[src/sv/jo_pkg.sv]
// ----------------------------------------------------------------------------
// Joint orientation package
// Shared widths, constants and helper functions for the joint orientation
// and arm extension block.
// ----------------------------------------------------------------------------
package jo_pkg;

  localparam int NUM_JOINTS_DEF   = 10;
  localparam int CORDIC_STEPS_DEF = 16;

  localparam int ID_W   = 4;
  localparam int POS_W  = 16;
  localparam int QUAT_W = 16;
  localparam int CONF_W = 9;

  // CORDIC operand and angle widths
  localparam int CIN_W  = 34;
  localparam int CORD_W = 37;
  localparam int ZW     = 27;
  localparam int ATAN_LEN = 24;

  // Shared multiplier and accumulators
  localparam int MUL_W = 30;
  localparam int ACC_W = 36;

  // Square root and divider widths
  localparam int SQ_W   = 58;
  localparam int SQ_RW  = SQ_W / 2;
  localparam int DIST_W = 26;
  localparam int DIV_NW = 32;
  localparam int DIV_DW = 27;

  localparam logic [ID_W-1:0]   LEFT_HAND_ID    = 4'd0;
  localparam logic [ID_W-1:0]   RIGHT_HAND_ID   = 4'd3;
  localparam logic [CONF_W-1:0] THRESHOLD_RESET = 9'd128;

  localparam logic signed [CIN_W-1:0] Q28_ONE = 34'sd268435456;
  localparam logic signed [ZW-1:0]    DEG180  = 27'sd11796480;
  localparam logic signed [17:0] ROT_XZ_LIM = 18'sd11520;
  localparam logic signed [17:0] ROT_Y_LIM  = 18'sd5760;
  localparam logic [6:0] EXT_MAX = 7'd100;

  // Arctangent of 2^-i in degrees, Q.16, rounded to nearest.
  function automatic logic signed [ZW-1:0] atan_deg(input logic [4:0] i);
    logic signed [ZW-1:0] r;
    case (i)
      5'd0:  r = 27'sd2949120;
      5'd1:  r = 27'sd1740967;
      5'd2:  r = 27'sd919879;
      5'd3:  r = 27'sd466945;
      5'd4:  r = 27'sd234379;
      5'd5:  r = 27'sd117304;
      5'd6:  r = 27'sd58666;
      5'd7:  r = 27'sd29335;
      5'd8:  r = 27'sd14668;
      5'd9:  r = 27'sd7334;
      5'd10: r = 27'sd3667;
      5'd11: r = 27'sd1833;
      5'd12: r = 27'sd917;
      5'd13: r = 27'sd458;
      5'd14: r = 27'sd229;
      5'd15: r = 27'sd115;
      5'd16: r = 27'sd57;
      5'd17: r = 27'sd29;
      5'd18: r = 27'sd14;
      5'd19: r = 27'sd7;
      5'd20: r = 27'sd4;
      5'd21: r = 27'sd2;
      5'd22: r = 27'sd1;
      default: r = '0;
    endcase
    return r;
  endfunction

  // Rounds a Q.16 angle to Q.6 and saturates it to +-lim.
  function automatic logic signed [14:0] to_q6(input logic signed [ZW-1:0] z,
                                               input logic signed [17:0] lim);
    logic signed [27:0] t;
    logic signed [17:0] r;
    t = 28'(z) + 28'sd512;
    r = t[27:10];
    if (r > lim) begin
      r = lim;
    end else if (r < -lim) begin
      r = -lim;
    end
    return r[14:0];
  endfunction

endpackage

[src/sv/jo_div.sv]
// ----------------------------------------------------------------------------
// Serial divider
// Restoring unsigned division, one quotient bit per cycle.
// ----------------------------------------------------------------------------
module jo_div (
  input  logic                      clk,
  input  logic                      rst,
  input  logic                      start,
  input  logic [jo_pkg::DIV_NW-1:0] num,
  input  logic [jo_pkg::DIV_DW-1:0] den,
  output logic                      done,
  output logic [jo_pkg::DIV_NW-1:0] quot
);

  localparam int NW   = jo_pkg::DIV_NW;
  localparam int DW   = jo_pkg::DIV_DW;
  localparam int CNTW = $clog2(NW + 1);

  logic [NW-1:0]   q;
  logic [DW-1:0]   d;
  logic [DW-1:0]   rem;
  logic [CNTW-1:0] cnt;
  logic            busy;
  logic            done_r;

  logic [DW:0] rem_t;
  logic [DW:0] rem_d;
  logic        ge;

  assign rem_t = {rem, q[NW-1]};
  assign rem_d = rem_t - {1'b0, d};
  assign ge    = rem_t >= {1'b0, d};

  always_ff @(posedge clk) begin
    if (rst) begin
      busy   <= 1'b0;
      done_r <= 1'b0;
      cnt    <= '0;
    end else begin
      done_r <= 1'b0;
      if (start) begin
        q    <= num;
        d    <= den;
        rem  <= '0;
        cnt  <= '0;
        busy <= 1'b1;
      end else if (busy) begin
        rem <= ge ? rem_d[DW-1:0] : rem_t[DW-1:0];
        q   <= {q[NW-2:0], ge};
        cnt <= cnt + 1'b1;
        if (cnt == CNTW'(NW - 1)) begin
          busy   <= 1'b0;
          done_r <= 1'b1;
        end
      end
    end
  end

  assign done = done_r;
  assign quot = q;

endmodule

[config.mk]
export PLATFORM = sky130hd
export DESIGN_NAME = jo_div
export DESIGN_NICKNAME = d
export VERILOG_FILES = /design/src/sv/jo_pkg.sv /design/src/sv/jo_div.sv
export SDC_FILE = /design/constraint.sdc
export NUM_CORES = 1
export LEC_CHECK = 0
export BUFFER_PORTS_ARGS = -buffer_cell sky130_fd_sc_hd__buf_4
export CORE_ASPECT_RATIO = 0.6
export CORE_MARGIN = 5
export CORE_UTILIZATION = 25
export CTS_CLUSTER_DIAMETER = 150
export DETAILED_ROUTE_END_ITERATION = 16
export GPL_TIMING_DRIVEN = 1
export HOLD_SLACK_MARGIN = 0.03
export PLACE_DENSITY = 0.41
export SYNTH_ARGS = -nofsm -noshare
export SYNTH_HDL_FRONTEND = slang
export SYNTH_SLANG_ARGS = --single-unit
[constraint.sdc]
create_clock -name clk -period 5.3 [get_ports clk]
set_clock_uncertainty 0.05 [all_clocks]
set_input_delay 1.06 -clock clk [delete_from_list [all_inputs] [get_ports clk]]
set_output_delay 1.06 -clock clk [all_outputs]
set_load 0.01 [all_outputs]
==> flow_summary.json <==
{
  "yosys_warnings": 0,
  "synth_top_family_by_area": "compound AO/OA/AOI/OAI gates",
  "synthArstFlopShare_pct": 0,
  "vias": 4003,
  "power.density_nw_per_um2": 330,
  "layout_worst_path_cycle_share_pct": 66.6,
  "drt-initial-drc-count": 178,
  "timing.fmax_ghz": 0.283,
  "post_cts_resized": 0,
  "grt_max_degree": 61,
  "critPathKind": "reg2reg",
  "die_y_um": 123,
  "crit_required_ns": 5.34,
  "hold_violations": 0,
  "synthMuxAreaShare_pct": 6.93,
  "routedWlPerCell_um": 16.5,
  "ant_nets": 0,
  "rows": 41,
  "track_usage_pct": 11.5,
  "endpoint_kind": "flip-flop",
  "avgSynthCellArea_sq_um": 11.0,
  "crit_chain": "inv_1 -> ha_1 -> fa_1 -> nand2b_1 -> a21oi_1 -> a2bb2oi_2 -> o21ai_2 -> a21o_1 -> and3_1 -> a211o_1",
  "synth_cell_types": 56,
  "synth.ff_latch_count": 94,
  "finalSetupViolCount": 0,
  "postCtsSetupBuffers": 0,
  "max-vdd-ir-drop_v": 0.000163,
  "antenna_found_initial": 0,
  "grt_pass1_wl_um": 22100,
  "htreeDepth": 3,
  "area_delta_synth_final_pct": 24.4,
  "yosys.area_share.simple_pct": 11.4,
  "path_max_fanout": 31,
  "drv_cap": 0,
  "cts_num_sinks": 94,
  "synth_xor_area_share_pct": 2.63,
  "clk-insertion-delay-late_ns": 0.35,
  "cp_slowest_stage_delay_ns": 0.57,
  "fp.dieW_um": 198,
  "rsz0062_at_grt": "false",
  "via_per_inst": 4.68,
  "synthesis.nets": 575,
  "slowest_stage": "a21o_1",
  "syn_area_sq_um": 5330,
  "gp_congestion": 0.828,
  "numCtsBuffers": 9,
  "synth_compound_area_share_pct": 16.3,
  "cts.hold.buffers_added": 0,
  "nFillCells": 2160,
  "drc": 0,
  "grt_pass1_vias": 3965,
  "total_power_mw": 2.19,
  "synthTopCellsByArea": "edfxtp_1 (48%), ha_1 (6.6%), mux2_2 (6.6%), a21oi_1 (3.9%), nand2_1 (3.4%)",
  "slew_headroom_pct": 26.0,
  "hp-class": "reg2reg",
  "io_pins": 95,
  "totalWireLength_um": 14100,
  "coreArea_sq_um": 21000,
  "overflow": 0,
  "die_area_sq_um": 24400,
  "power_leakage_nw": 2.70,
  "synth_ff_type": "edfxtp_1",
  "period_needed_ns": 3.53,
  "status": "complete, no violations",
  "critPathLaunchType": "flip-flop",
  "placed_area_sq_um": 6320,
  "synth_top_cell_by_area": "edfxtp_1",
  "slew_viol_final": 0,
  "synth_edf_count": 86,
  "cts_tree": "done",
  "final_area_sq_um": 6630,
  "drt-pass1-iter-count": 4,
  "synthCells": 484,
  "cp_data_arrival_time_ns": 3.57,
  "diodes": 0,
  "nNetsFinal": 664,
  "clockBufferDepth": 2,
  "synth_top_area_share_pct": 48.5,
  "clk_pin_slew_ns": 0.07,
  "io_buffers": 94,
  "place_hpwl_um": 10300,
  "drive_above_1_share_pct": 26.9,
  "synth-seq-area-share_pct": 51.5,
  "tightest_slew_ns": 1.11,
  "cts-root-buf": "clkbuf_16",
  "synthAdderAreaFrac_pct": 6.95,
  "tns_ns": 0,
  "initial_core_util_pct": 25.4
}
metal layers:
metal  vias to the layer above  wire length, um  share of wire, %  global-route usage (%)
li1                       1989                -                 -                       -
met1                      1894             7700                55                    18.6
met2                       110             5340                38                    15.1
met3                        10              946               6.7                    3.35
met4                         0              110              0.78                    1.92
met5                         -                0                 0                       0
registers in the layout, summed over array words and instances, names as in the netlist:
signal and count:
cnt 6, d 27, busy 1, done 1, rem 27, quot 32
cells in the mapped netlist (3+ instances only):
master,count
clkbuf_1,10
and3_1,6
nor3_1,7
o211ai_1,5
mux2_2,31
buf_4,3
xor2_1,11
nand2_1,48
nor2_1,23
inv_1,35
nand2b_1,4
ha_1,28
a21oi_1,42
xnor2_1,5
o21a_1,3
o21ai_0,20
buf_2,3
dfxtp_1,8
a31oi_1,5
nand3_1,15
nand4_1,9
edfxtp_1,86
a211oi_1,8
o21bai_1,3
or3_1,6
a21o_1,17
final timing paths:
| kind | startpoint | slack (ns) | end | cells after the start |
|---|---|---|---|---|
| setup reg to reg | quot[31] | 1.77 | rem[23] | 10 |
| setup / recovery | quot[31] | 1.77 | rem[23] | 10 |
| hold reg to reg | cnt[5] | 0.44 | done | 1 |
| hold / removal | cnt[5] | 0.44 | done | 1 |
critical path: cells and delay by family (launching register included):
family | cells | cell delay, ns
buffers and inverters | 1 | 0.06
flip-flops | 1 | 0.39
AND/OR/NAND/NOR | 2 | 0.58
AO/OA/AOI/OAI | 5 | 1.57
adder cells (fa/ha/maj) | 2 | 0.61
cells by family after synthesis:
| group | count (synthesis) |
|---|---|
| simple gates | 129 |
| buf+inv | 54 |
| compound gates | 129 |
| mux | 33 |
| xor+xnor | 16 |
| flops | 94 |
| fa+ha+maj | 29 |
power by group:
part	switching [mW]	internal, mW	total [mW]	leakage (nW)
sequential	0.0308	0.888	0.919	0.888
combinational	0.335	0.234	0.569	1.66
clock	0.286	0.412	0.698	0.151
total	0.652	1.53	2.19	2.70
placed cells by master, fill, tap and decap left out, types with 6 or more instances in the layout:
cell type | Yosys | layout
clkbuf_16 | 0 | 9
a211oi_1 | 8 | 8
nand2_1 | 48 | 48
nand3_1 | 15 | 15
nor3_1 | 7 | 7
xor2_1 | 11 | 11
edfxtp_1 | 86 | 86
o21ai_0 | 20 | 20
a21oi_1 | 42 | 41
a21o_1 | 17 | 17
and3_1 | 6 | 6
buf_4 | 3 | 97
ha_1 | 28 | 28
mux2_2 | 31 | 31
or3_1 | 6 | 6
inv_1 | 35 | 35
nor2_1 | 23 | 22
nand4_1 | 9 | 9
dfxtp_1 | 8 | 8
area by class of cell:
cell class	instances	area, sq um	area share, %
sequential	94	2740	41.4
multi-input combinational	336	2370	35.7
timing repair buffer	97	728	11.0
tap	279	349	5.27
clock buffer	9	225	3.40
inverter	35	131	1.98
clock inverter	6	85.1	1.28
metrics by stage:
stage	std cells	setup WS [ns]	hold WS (ns)	util, %
floorplan	484	0.483	0.382	-
global placement	841	1.71	0.432	30.1
finish	856	1.77	0.437	31.6
global route	856	1.57	0.471	31.6
CTS	856	1.78	0.435	31.6
detailed placement	841	1.68	0.423	30.1
Note: power is estimated with default switching activity, not from simulation.
