`config.mk`:
```
export PLATFORM = sky130hd
export DESIGN_NAME = jo_isqrt
export DESIGN_NICKNAME = d
export VERILOG_FILES = /design/src/sv/jo_pkg.sv /design/src/sv/jo_isqrt.sv
export SDC_FILE = /design/constraint.sdc
export NUM_CORES = 1
export LEC_CHECK = 0
export BUFFER_PORTS_ARGS = -buffer_cell sky130_fd_sc_hd__buf_2
export CORE_ASPECT_RATIO = 2
export CORE_MARGIN = 2
export CORE_UTILIZATION = 53
export CTS_CLUSTER_SIZE = 28
export DETAILED_ROUTE_END_ITERATION = 16
export PLACE_DENSITY_LB_ADDON = 0.3
export RECOVER_POWER = 50
export SYNTH_ARGS = -nofsm -noshare
export SYNTH_HDL_FRONTEND = slang
export SYNTH_SLANG_ARGS = --single-unit
export TNS_END_PERCENT = 50
```
`constraint.sdc`:
```
create_clock -name clk -period 21.6 [get_ports clk]
set_input_delay 2.16 -clock clk [delete_from_list [all_inputs] [get_ports clk]]
set_output_delay 2.16 -clock clk [all_outputs]
set_load 0.01 [all_outputs]
```
`src/sv/jo_pkg.sv`:
```
// ----------------------------------------------------------------------------
// Joint orientation package
// Shared widths, constants and helper functions for the joint orientation
// and arm extension block.
// ----------------------------------------------------------------------------
package jo_pkg;

  localparam int NUM_JOINTS_DEF   = 10;
  localparam int CORDIC_STEPS_DEF = 16;

  localparam int ID_W   = 4;
  localparam int POS_W  = 16;
  localparam int QUAT_W = 16;
  localparam int CONF_W = 9;

  // CORDIC operand and angle widths
  localparam int CIN_W  = 34;
  localparam int CORD_W = 37;
  localparam int ZW     = 27;
  localparam int ATAN_LEN = 24;

  // Shared multiplier and accumulators
  localparam int MUL_W = 30;
  localparam int ACC_W = 36;

  // Square root and divider widths
  localparam int SQ_W   = 58;
  localparam int SQ_RW  = SQ_W / 2;
  localparam int DIST_W = 26;
  localparam int DIV_NW = 32;
  localparam int DIV_DW = 27;

  localparam logic [ID_W-1:0]   LEFT_HAND_ID    = 4'd0;
  localparam logic [ID_W-1:0]   RIGHT_HAND_ID   = 4'd3;
  localparam logic [CONF_W-1:0] THRESHOLD_RESET = 9'd128;

  localparam logic signed [CIN_W-1:0] Q28_ONE = 34'sd268435456;
  localparam logic signed [ZW-1:0]    DEG180  = 27'sd11796480;
  localparam logic signed [17:0] ROT_XZ_LIM = 18'sd11520;
  localparam logic signed [17:0] ROT_Y_LIM  = 18'sd5760;
  localparam logic [6:0] EXT_MAX = 7'd100;

  // Arctangent of 2^-i in degrees, Q.16, rounded to nearest.
  function automatic logic signed [ZW-1:0] atan_deg(input logic [4:0] i);
    logic signed [ZW-1:0] r;
    case (i)
      5'd0:  r = 27'sd2949120;
      5'd1:  r = 27'sd1740967;
      5'd2:  r = 27'sd919879;
      5'd3:  r = 27'sd466945;
      5'd4:  r = 27'sd234379;
      5'd5:  r = 27'sd117304;
      5'd6:  r = 27'sd58666;
      5'd7:  r = 27'sd29335;
      5'd8:  r = 27'sd14668;
      5'd9:  r = 27'sd7334;
      5'd10: r = 27'sd3667;
      5'd11: r = 27'sd1833;
      5'd12: r = 27'sd917;
      5'd13: r = 27'sd458;
      5'd14: r = 27'sd229;
      5'd15: r = 27'sd115;
      5'd16: r = 27'sd57;
      5'd17: r = 27'sd29;
      5'd18: r = 27'sd14;
      5'd19: r = 27'sd7;
      5'd20: r = 27'sd4;
      5'd21: r = 27'sd2;
      5'd22: r = 27'sd1;
      default: r = '0;
    endcase
    return r;
  endfunction

  // Rounds a Q.16 angle to Q.6 and saturates it to +-lim.
  function automatic logic signed [14:0] to_q6(input logic signed [ZW-1:0] z,
                                               input logic signed [17:0] lim);
    logic signed [27:0] t;
    logic signed [17:0] r;
    t = 28'(z) + 28'sd512;
    r = t[27:10];
    if (r > lim) begin
      r = lim;
    end else if (r < -lim) begin
      r = -lim;
    end
    return r[14:0];
  endfunction

endpackage

```
`src/sv/jo_isqrt.sv`:
```
// ----------------------------------------------------------------------------
// Serial square root
// Floor square root, two radicand bits per cycle through a shift register.
// ----------------------------------------------------------------------------
module jo_isqrt #(
  parameter int W = jo_pkg::SQ_W
) (
  input  logic           clk,
  input  logic           rst,
  input  logic           start,
  input  logic [W-1:0]   val,
  output logic           done,
  output logic [W/2-1:0] root
);

  localparam int R    = W / 2;
  localparam int CNTW = $clog2(R + 1);

  logic [W-1:0]    v;
  logic [R+1:0]    rem;
  logic [R-1:0]    root_r;
  logic [CNTW-1:0] cnt;
  logic            busy;
  logic            done_r;

  logic [R+3:0] rem_t;
  logic [R+3:0] trial;
  logic [R+3:0] rem_d;
  logic         ge;

  assign rem_t = {rem, v[W-1:W-2]};
  assign trial = {2'b00, root_r, 2'b01};
  assign rem_d = rem_t - trial;
  assign ge    = rem_t >= trial;

  always_ff @(posedge clk) begin
    if (rst) begin
      busy   <= 1'b0;
      done_r <= 1'b0;
      cnt    <= '0;
    end else begin
      done_r <= 1'b0;
      if (start) begin
        v      <= val;
        rem    <= '0;
        root_r <= '0;
        cnt    <= '0;
        busy   <= 1'b1;
      end else if (busy) begin
        rem    <= ge ? rem_d[R+1:0] : rem_t[R+1:0];
        root_r <= {root_r[R-2:0], ge};
        v      <= {v[W-3:0], 2'b00};
        cnt    <= cnt + 1'b1;
        if (cnt == CNTW'(R - 1)) begin
          busy   <= 1'b0;
          done_r <= 1'b1;
        end
      end
    end
  end

  assign done = done_r;
  assign root = root_r;

endmodule

```
==> results of run 1 <==
critical path, stage by stage:
cell and delay, ns:
clkbuf_1 1.52, clkbuf_1 2.53, mux2_2 0.50
through the flow:
step	hold slack [ns]	cells
finish	0.5081	846
global route	0.5270	846
CTS	0.5052	846
detailed placement	0.4960	814
global placement	0.4849	814
floorplan	0.4562	598
state kept, by name, indices dropped and copies added, names as in the netlist:
register and cells:
busy 1, cnt 5, done 1, rem 31, root 29, v 58
power by group through the flow:
| stage | Sequential [mW] | Clock, mW | Combinational (mW) |
|---|---|---|---|
| after detailed placement | 0.303 | 0 | 0.135 |
| after global routing | 0.300 | 0.301 | 0.151 |
| after floorplan | 0.303 | 0 | 0.102 |
| after CTS | 0.298 | 0.290 | 0.136 |
| final | 0.298 | 0.288 | 0.137 |
| after global placement | 0.302 | 0 | 0.131 |
per-layer routing:
layer,share of wire,wire length (µm)
met5,0,0
met4,0.036,516
met3,0.042,615
met2,0.56,8111
met1,0.36,5279
layout make-up:
| cell class | count | area, µm² |
|---|---|---|
| timing repair buffer | 92 | 422.9 |
| fill | 1035 | 4654 |
| multi-input combinational | 403 | 2853 |
| sequential | 125 | 3684 |
| clock buffer | 18 | 429.2 |
| clock inverter | 14 | 158.9 |
| inverter | 44 | 165.2 |
| tap | 150 | 187.7 |
cell families after synthesis:
logic type / count (synthesis)
AOI/OAI and AO/OA: 121
xor gates and xnor gates: 27
muxes: 57
buffers and inverters: 70
and+or+nand+nor: 165
DFF: 125
adders and majority gates: 33
worst min path at each step:
stage	slack, ns	depth (start not counted)	startpoint	to
floorplan	0.46	2	cnt[2]	done
global placement	0.48	2	cnt[2]	done
detailed placement	0.50	2	cnt[2]	done
CTS	0.51	2	cnt[2]	done
global route	0.53	2	cnt[2]	done
finish	0.51	2	cnt[2]	done
synth_stat cells, types with 2 or more instances:
library cell | number | area share
a21o_1 | 8 | 0.0088
xor2_1 | 11 | 0.014
and3_1 | 3 | 0.0028
ha_1 | 33 | 0.061
o211ai_1 | 8 | 0.0088
o21ai_2 | 4 | 0.0051
o31ai_1 | 3 | 0.0033
inv_1 | 44 | 0.024
nor3_1 | 4 | 0.0029
and2_4 | 2 | 0.0026
o21bai_1 | 4 | 0.0044
nand3_1 | 7 | 0.0051
and2_1 | 3 | 0.0028
or2_2 | 2 | 0.0018
nand4b_1 | 2 | 0.0026
edfxtp_1 | 118 | 0.52
nand2_1 | 58 | 0.032
nor2b_1 | 3 | 0.0028
nand3b_1 | 3 | 0.0033
o21a_1 | 6 | 0.0066
clkbuf_1 | 18 | 0.0099
a31oi_1 | 4 | 0.0037
o21ai_0 | 16 | 0.012
and4_1 | 5 | 0.0064
or3_1 | 3 | 0.0028
a31o_2 | 2 | 0.0026
dfxtp_1 | 7 | 0.021
nand4_1 | 5 | 0.0046
nor2_1 | 58 | 0.032
xnor2_1 | 16 | 0.021
buf_2 | 5 | 0.0037
or4_1 | 2 | 0.0022
mux2_2 | 56 | 0.093
a211oi_1 | 8 | 0.0088
a21oi_1 | 45 | 0.033
==> results.md, run 1 <==
* Sequential share of the synthesized area at 0.5412
* Setup violators final at 0
* Gpl congestion at 0.9086
* Largest family of logic cells by synthesized area: compound AO/OA/AOI/OAI gates
* Hold Crit Class: reg -> reg
* Ant diodes at 0
* Post-Synthesis Cells at 598
* Initial antenna violation count at 0
* CTS Hold Buffers Added at 0
* DRT antenna net count at 0
* Worst setup path start: start
* Dpl hpwl at 9917 µm
* WS Path Type: in -> reg
* Initial Utilization at 0.5422
* Simple-gate share of the synthesized area at 0.1116
* H-Tree Depth at 4
* Worst r2r dst: rem[3]
* Clock Power Share at 0.398
* Post-Synth Adder-Cell Area at 0.06066
* Met2 usage at 0.4120
* Port Buffers at 90
* Max-cap viol count at 2
* Worst-Margin Slew at 3.446 ns
* Tcrit/Tclk final at 0.3052
* Share of cells above drive strength 1 at 0.2328
* Violated checks: max-capacitance violations, max-slew violations
* Gate power share at 0.190
* Final Max Slew Viols at 128
* Switching share of power at 0.2820
* Die Width at 84.13 µm
* Power, Total at 0.7235 mW
* Final WL at 14520 µm
* Worst vdd ir at 65.36 µV
* Minimum clock period at 6.591 ns
* Post-synth cell types at 57
* Reg2Reg Setup Slack at 18.01 ns
* #FFs+latches synth at 125
* Commonest non-fill, non-tap cell in the layout: edfxtp_1
* Skew-Pair Late Insertion Delay at 0.42 ns
* Total number of vias at 4947
* First-pass GRT wire length at 23300 µm
* CP Data Arrival Time at 6.76 ns
* Site row count at 58
* Vias in the first global route at 5167
* Overall Global Routing Usage at 0.2144
* Cts bufs inserted at 17
* Met1 GRT Util at 0.2047
* Die Y at 164.3 µm
* Clock transition at path regs at 0.06 ns
* CTS max path bufs at 2
* Pre-CTS WS at 16.57 ns
* Seq pwr share at 0.412
* Total Die Area at 0.01382 mm²
* Via/cell ratio at 5.848
* Worst endpoint required time at 21.76 ns
* Reg2reg start: root[0]
* Power Internal at 0.5195 mW
* CTS root buffer: clkbuf_16
* # clock sinks at 125
* Max Clock Skew at 0.009959 ns
* Crit end category: flop
* Max-slew headroom at -1.298
* Core Region at 0.01255 mm²
* TritonCTS clock tree: built
* Post-CTS setup buffer count at 0
* Multiplexer area fraction after synthesis at 0.09412
* Synth warn at 0
* Busiest grt layer: met2
* Setup TNS at 0 ns
* Final hold violations at 0
* Cell area after synthesis at 0.006807 mm²
* Final instance area at 0.007900 mm²
* Final WS setup at 15.01 ns
* Post-Synth XOR/XNOR Area at 0.03474
* Total grt overflow at 0
* Initial DRC count at 251
* DRC viols at 0
* Final core utilization at 0.6293
* Worst Path Max Fanout at 78
* Fmax at 151.7 MHz
* Largest net degree at the start of global routing at 79
* Run status: complete, but fails checks
* Area Growth Syn to Fin at 16.07%
* Placement Cell Area at 0.007357 mm²
* Avg Inst Size Synth at 11.38 µm²
* CP Capture Point: v[47]
* Most frequent cells in the layout: edfxtp_1, buf_2, nand2_1
* Leakage at 3.102 nW
* Layout Nets at 777
* CP Launch Type: input pin
* Compound-gate portion of the synthesized area at 0.1169
* Post-synth ARST share at 0
* RSZ-0062 raised after global routing: no
* Post-synth EDFFs at 118
* Syn nets at 692
* Cell Pwr Density at 91.58 mW/mm²
* Wire length per cell at 17.17 µm
* Worst r2r path cells at 10
* DR pass1 iterations at 5
* P_sw at 0.2040 mW
* Primary FF master, synth: edfxtp_1
* Met3 Usage GRT at 0.05226
* Post-cts gate resize count at 0
* IO Pins at 91
No activity file was read; power rests on OpenSTA's default activity.
==> inputs of run 2 (changes only) <==
Clock period 21.6 ns to 6.86 ns, I/O delays scaled along.
==> run 2 against run 1 <==
Effect of this change: the flow still finishes with violations (max-capacitance violations, max-slew violations); highest routed layer unchanged; critical endpoint is now rem[6]; setup slack got worse by 12 ns; clock skew is 0.0017 ns higher; sequential cell count is the same; global-route usage up 0.26 points; sequential power grew to 3.1 times the previous value; cell area increased by 0.22%; via count fell by 1.6%; power increased to 3.1 times the previous value; worst hold slack worse by 0.0094 ns; cell count up 0.12%.
==> results.md, run 2 (synthesis gave the netlist of run 1 again) <==
* Total number of vias at 4870
* DRT antenna net count at 0
* Cell Pwr Density at 286.9 mW/mm²
* Max incr delay on CP at 1.70 ns
* Max-slew headroom at -0.6350
* Leakage at 3.117 nW
* Worst setup path start: start
* Final hold violations at 0
* TritonCTS clock tree: built
* Total grt overflow at 0
* DR pass1 iterations at 5
* Die Y at 164.3 µm
* Core Region at 0.01255 mm²
* Area Growth Syn to Fin at 16.32%
* Initial Utilization at 0.5422
* Largest net degree at the start of global routing at 74
* CTS Hold Buffers Added at 0
* Tcrit/Tclk final at 0.5948
* Worst Path Max Fanout at 53
* CTS root buffer: clkbuf_16
* H-Tree Depth at 4
* Final Max Slew Viols at 54
* Setup TNS at 0 ns
* CP Depth at 4
* Worst r2r path cells at 10
* Overall Global Routing Usage at 0.2170
* DRC viols at 0
* Layout Nets at 778
* IO Pins at 91
* Multi-input logic area at 0.002853 mm²
* Initial antenna violation count at 0
* Worst-Margin Slew at 2.452 ns
* Ant diodes at 0
* Final WL at 14470 µm
* Final core utilization at 0.6307
* Site row count at 58
* Worst vdd ir at 257.1 µV
* Crit-path cells: clkbuf_1 > nor2_1 > nor2_4 > buf_4
* Share of cells above drive strength 1 at 0.2353
* Cts bufs inserted at 17
* Switching share of power at 0.2737
* Vias in the first global route at 5089
* Crit end category: flop
* HP Start: cnt[2]
* Largest register FFs at 58
* CTS max path bufs at 2
* Largest Register: v
* Reg2reg start: root[16]
* Initial DRC count at 207
* Worst path top cell family by delay: buffers and inverters
* Seq pwr share at 0.413
* Minimum clock period at 4.080 ns
* CP Launch Type: input pin
* WS Path Type: in -> reg
* FF+latch area at 0.003684 mm²
* P_sw at 0.6217 mW
* Gate power share at 0.190
* Max-cap viol count at 1
* Buffers and inverters on the worst path at 2
* Crit-path slowest cell: clkbuf_1
* Violated checks: max-capacitance violations, max-slew violations
* Total Die Area at 0.01382 mm²
* Via/cell ratio at 5.750
* Hold path depth at 2
* Fill cell count at 1016
* Setup violators final at 0
* Dpl hpwl at 10120 µm
* Reg2Reg Setup Slack at 3.52 ns
* Power Internal at 1.650 mW
* Wire length per cell at 17.08 µm
* Most frequent cells in the layout: edfxtp_1, buf_2, nand2_1
* Post-CTS setup buffer count at 0
* Commonest non-fill, non-tap cell in the layout: edfxtp_1
* Max Clock Skew at 0.01164 ns
* Run status: complete, but fails checks
* Clock Power Share at 0.398
* Gpl congestion at 0.9145
* Die Width at 84.13 µm
* Worst endpoint required time at 6.91 ns
* RSZ-0062 raised after global routing: no
* Fmax at 245.1 MHz
* Port Buffers at 90
* First-pass GRT wire length at 23520 µm
* Post-cts gate resize count at 0
* Skew-Pair Late Insertion Delay at 0.42 ns
* Clock transition at path regs at 0.06 ns
* # clock sinks at 125
* CP Data Arrival Time at 4.13 ns
* Hold Crit Class: reg -> reg
-- run 2: area by class of cell --
class,instances,area share
clock inverter,11,0.01691
timing repair buffer,93,0.05484
clock buffer,21,0.05815
sequential,125,0.4652
inverter,44,0.02086
multi-input combinational,403,0.3603
tap,150,0.02370
-- run 2: path summary, 6_finish.rpt --
path,end
max,rem[6]
min,done
max reg2reg,rem[18]
min reg2reg,done
-- run 2: metal layers --
metal / routed length [µm] / share of wire / GRT usage / vias to the layer above
met4: 320 / 0.022 / 0.09677 / 0
met2: 8307 / 0.57 / 0.4131 / 125
li1: - / - / - / 2352
met5: 0 / 0 / 0 / -
met1: 5236 / 0.36 / 0.2133 / 2363
met3: 603 / 0.042 / 0.06080 / 30
-- run 2: power by group through the flow --
| stage | combinational (mW) | sequential [mW] | clock (mW) |
|---|---|---|---|
| 2_1_floorplan | 0.322 | 0.955 | 0 |
| 3_3_place_gp | 0.417 | 0.950 | 0 |
| 3_5_place_dp | 0.426 | 0.953 | 0 |
| 4_1_cts | 0.432 | 0.937 | 0.916 |
| 5_1_grt | 0.475 | 0.943 | 0.947 |
| 6_report | 0.431 | 0.937 | 0.903 |
-- run 2: tightest hold or removal path, stage by stage (launching register included) --
cell,delay (ns)
dfxtp_1,0.33
nand2_1,0.07
nor3_1,0.04
-- run 2: through the flow --
step | area (µm²) | total power, mW | instances | setup WS, ns | hold WS (ns)
3_3_place_gp | 7365 | 1.366 | 815 | 3.685 | 0.4782
2_1_floorplan | 6807 | 1.276 | 598 | 0.04697 | 0.4562
5_1_grt | 7918 | 2.365 | 847 | 2.355 | 0.5545
3_5_place_dp | 7365 | 1.378 | 815 | 3.579 | 0.4821
4_1_cts | 7959 | 2.285 | 847 | 3.513 | 0.5056
6_report | 7918 | 2.272 | 847 | 2.780 | 0.4987
==> inputs of run 3 (changes only) <==
Settings changed: ABC_AREA set to 1.
Clock period 6.86 ns to 3.3 ns, I/O delays scaled along.
==> run 3 against run 2 <==
Effect of this change: the run still ends with max-capacitance violations, max-slew violations left; critical path type unchanged; die area rose by 18%; largest power group is now the clock network; routed wire length is 38% higher; worst hold slack worse by 0.34 ns.
==> results.md, run 3 <==
* Max incr delay on CP at 1.41 ns
* Cts bufs inserted at 17
* Power Internal at 3.560 mW
* CP most frequent cell: clkbuf_1
* Post-synth ARST share at 0
* Overall Global Routing Usage at 0.2612
* Cell area after synthesis at 0.008054 mm²
* Tcrit/Tclk final at 0.8425
* Largest register FFs at 58
* Final WL at 19970 µm
* Most frequent cells in the layout: nand2_1, inv_1, nor2_1
* Top cells by area, synth: edfxtp_1, nand2_1, inv_1
* CTS Hold Buffers Added at 0
* Die Width at 91.17 µm
* Via/cell ratio at 4.943
* Post-Synth XOR/XNOR Area at 0.01631
* #FFs+latches synth at 125
* Fill cell count at 1446
* Fmax at 359.7 MHz
* Post-synth EDFFs at 118
* Run status: complete, but fails checks
* Max-cap viol count at 1
* Post-Synth Adder-Cell Area at 0.05127
* Initial DRC count at 376
* Wire length per cell at 14.35 µm
* Post-cts gate resize count at 0
* Final Max Slew Viols at 48
* CTS max path bufs at 2
* Gpl congestion at 1.026
* P_sw at 1.491 mW
* Largest net degree at the start of global routing at 81
* Met2 wire len at 10760 µm
* Gate power share at 0.213
* Total Die Area at 0.01626 mm²
* Worst-Margin Slew at 1.856 ns
* Cell Pwr Density at 545.8 mW/mm²
* DRT antenna net count at 0
* TritonCTS clock tree: built
* Vias in the first global route at 6972
* Crit end category: flop
* Wire length on met1 at 7312 µm
* Compound-gate portion of the synthesized area at 0.01818
* Switching share of power at 0.2953
* Worst endpoint required time at 3.60 ns
* Commonest non-fill, non-tap cell in the layout: nand2_1
* Post-synth top area share at 0.4400
* Clock Power Share at 0.403
* Simple-gate share of the synthesized area at 0.3516
* Max-slew headroom at -0.2376
* Violated checks: max-capacitance violations, max-slew violations
* Core Region at 0.01482 mm²
* Post-synthesis cell type with the largest combined area: edfxtp_1
* CTS root buffer: clkbuf_16
* Post-CTS setup buffer count at 0
* H-Tree Depth at 4
* Total number of vias at 6880
* Clock transition at path regs at 0.06 ns
* Final core utilization at 0.6245
* Setup violators final at 0
* Leakage at 4.779 nW
* Synth warn at 0
* Final hold violations at 0
* # clock sinks at 125
* Dpl hpwl at 15020 µm
* Largest Register: v
* Total grt overflow at 0
* Setup TNS at 0 ns
* Post-Synthesis Cells at 1094
* CP Data Arrival Time at 3.09 ns
* Post-synth cell types at 33
* Avg Inst Size Synth at 7.362 µm²
* RSZ-0062 raised after global routing: no
* Crit-path cells: clkbuf_1 > clkbuf_1 > nor2_1 > inv_1 > nor3_1
* Worst vdd ir at 628.2 µV
* Final WS setup at 0.5196 ns
* Worst Path Max Fanout at 47
* Skew-Pair Late Insertion Delay at 0.43 ns
* Port Buffers at 90
* Pre-CTS WS at 0.6433 ns
* DR pass1 iterations at 7
* Largest family of logic cells by synthesized area: simple AND/OR/NAND/NOR gates
* Site row count at 63
* Count leader, synth: nand2_1
* Share of cells above drive strength 1 at 0.1170
* Top cells by count, synth: nand2_1, inv_1, nor2_1, edfxtp_1, nand3_1
* Hold Crit Class: in -> reg
* Max Used Layer: met4
* Minimum clock period at 2.780 ns
* First-pass GRT wire length at 32650 µm
* Layout Nets at 1278
* Syn nets at 1188
* Primary FF master, synth: edfxtp_1
* Metal3 WL at 746 µm
* IO Pins at 91
* Crit-path slowest cell: clkbuf_1
* Ant diodes at 0
* Area Growth Syn to Fin at 14.91%
* Seq pwr share at 0.384
* Initial antenna violation count at 0
* Sequential share of the synthesized area at 0.4574
* Die Y at 178.3 µm
* Multiplexer area fraction after synthesis at 0
* CP Launch Type: input pin
* Initial Utilization at 0.5435
* DRC viols at 0
* Max Clock Skew at 0.007377 ns
* WS Path Type: in -> reg
==> run 3: changes by cell type in the layout (fill, tap and decap cells not counted), moves of 14 or more <==
cell	delta
a21oi_1	-27
xnor2_1	-14
nand2_1	+396
nor2_1	+71
inv_1	+131
nand3_1	+31
mux2_2	-56
==> run 3: final cells by class <==
cell class	count	area, µm²	area share
Clock buffer	20	456.7	0.04934
Clock inverter	12	181.4	0.01960
Multi-Input combinational cell	757	3533	0.3818
Sequential cell	125	3684	0.3980
Tap cell	195	244.0	0.02636
Timing Repair Buffer	98	461.7	0.04989
Inverter	185	694.4	0.07503
==> run 3: final timing paths <==
path | startpoint | cells past startpoint | slack, ns | endpoint
max | start | 5 | 0.52 | done
min | val[1] | 3 | 0.16 | v[1]
max reg2reg | rem[2] | 13 | 0.59 | rem[19]
min reg2reg | cnt[3] | 2 | 0.50 | cnt[3]
==> run 3: per-layer routing <==
layer | global-route usage | vias to the layer above
li1 | - | 3542
met1 | 0.2679 | 3093
met2 | 0.4836 | 182
met3 | 0.04309 | 63
met4 | 0.1686 | 0
met5 | 0 | -
==> run 3: logic make-up (layout without fill, tap and decap cells) <==
family | Yosys count | count (layout)
compound gates | 27 | 27
flops | 125 | 125
simple gates | 682 | 682
buf+inv | 212 | 315
xor+xnor | 15 | 15
fa+ha+maj | 33 | 33
==> run 3: worst max-delay path, delay by kind of cell <==
kind          cells  cell delay [ns]
simple gates      2             0.37
buf+inv           3             2.38
==> run 3: power groups by stage <==
stage          logic, mW  clock network, mW  registers, mW
6_report            1.07               2.03           1.94
5_1_grt             1.24               2.11           1.95
4_1_cts             1.09               2.06           1.94
3_5_place_dp        1.08                  0           1.97
3_3_place_gp        1.07                  0           1.97
2_1_floorplan      0.790                  0           1.97
==> run 3: per-stage QoR <==
stage | power (mW) | std cells | instance area [µm²] | hold WS (ns)
6_report | 5.051 | 1392 | 9255 | 0.1600
5_1_grt | 5.307 | 1392 | 9255 | 0.1595
4_1_cts | 5.084 | 1392 | 9316 | 0.1490
3_5_place_dp | 3.050 | 1360 | 8678 | 0.4937
3_3_place_gp | 3.039 | 1360 | 8678 | 0.4841
2_1_floorplan | 2.762 | 1094 | 8065 | 0.4590
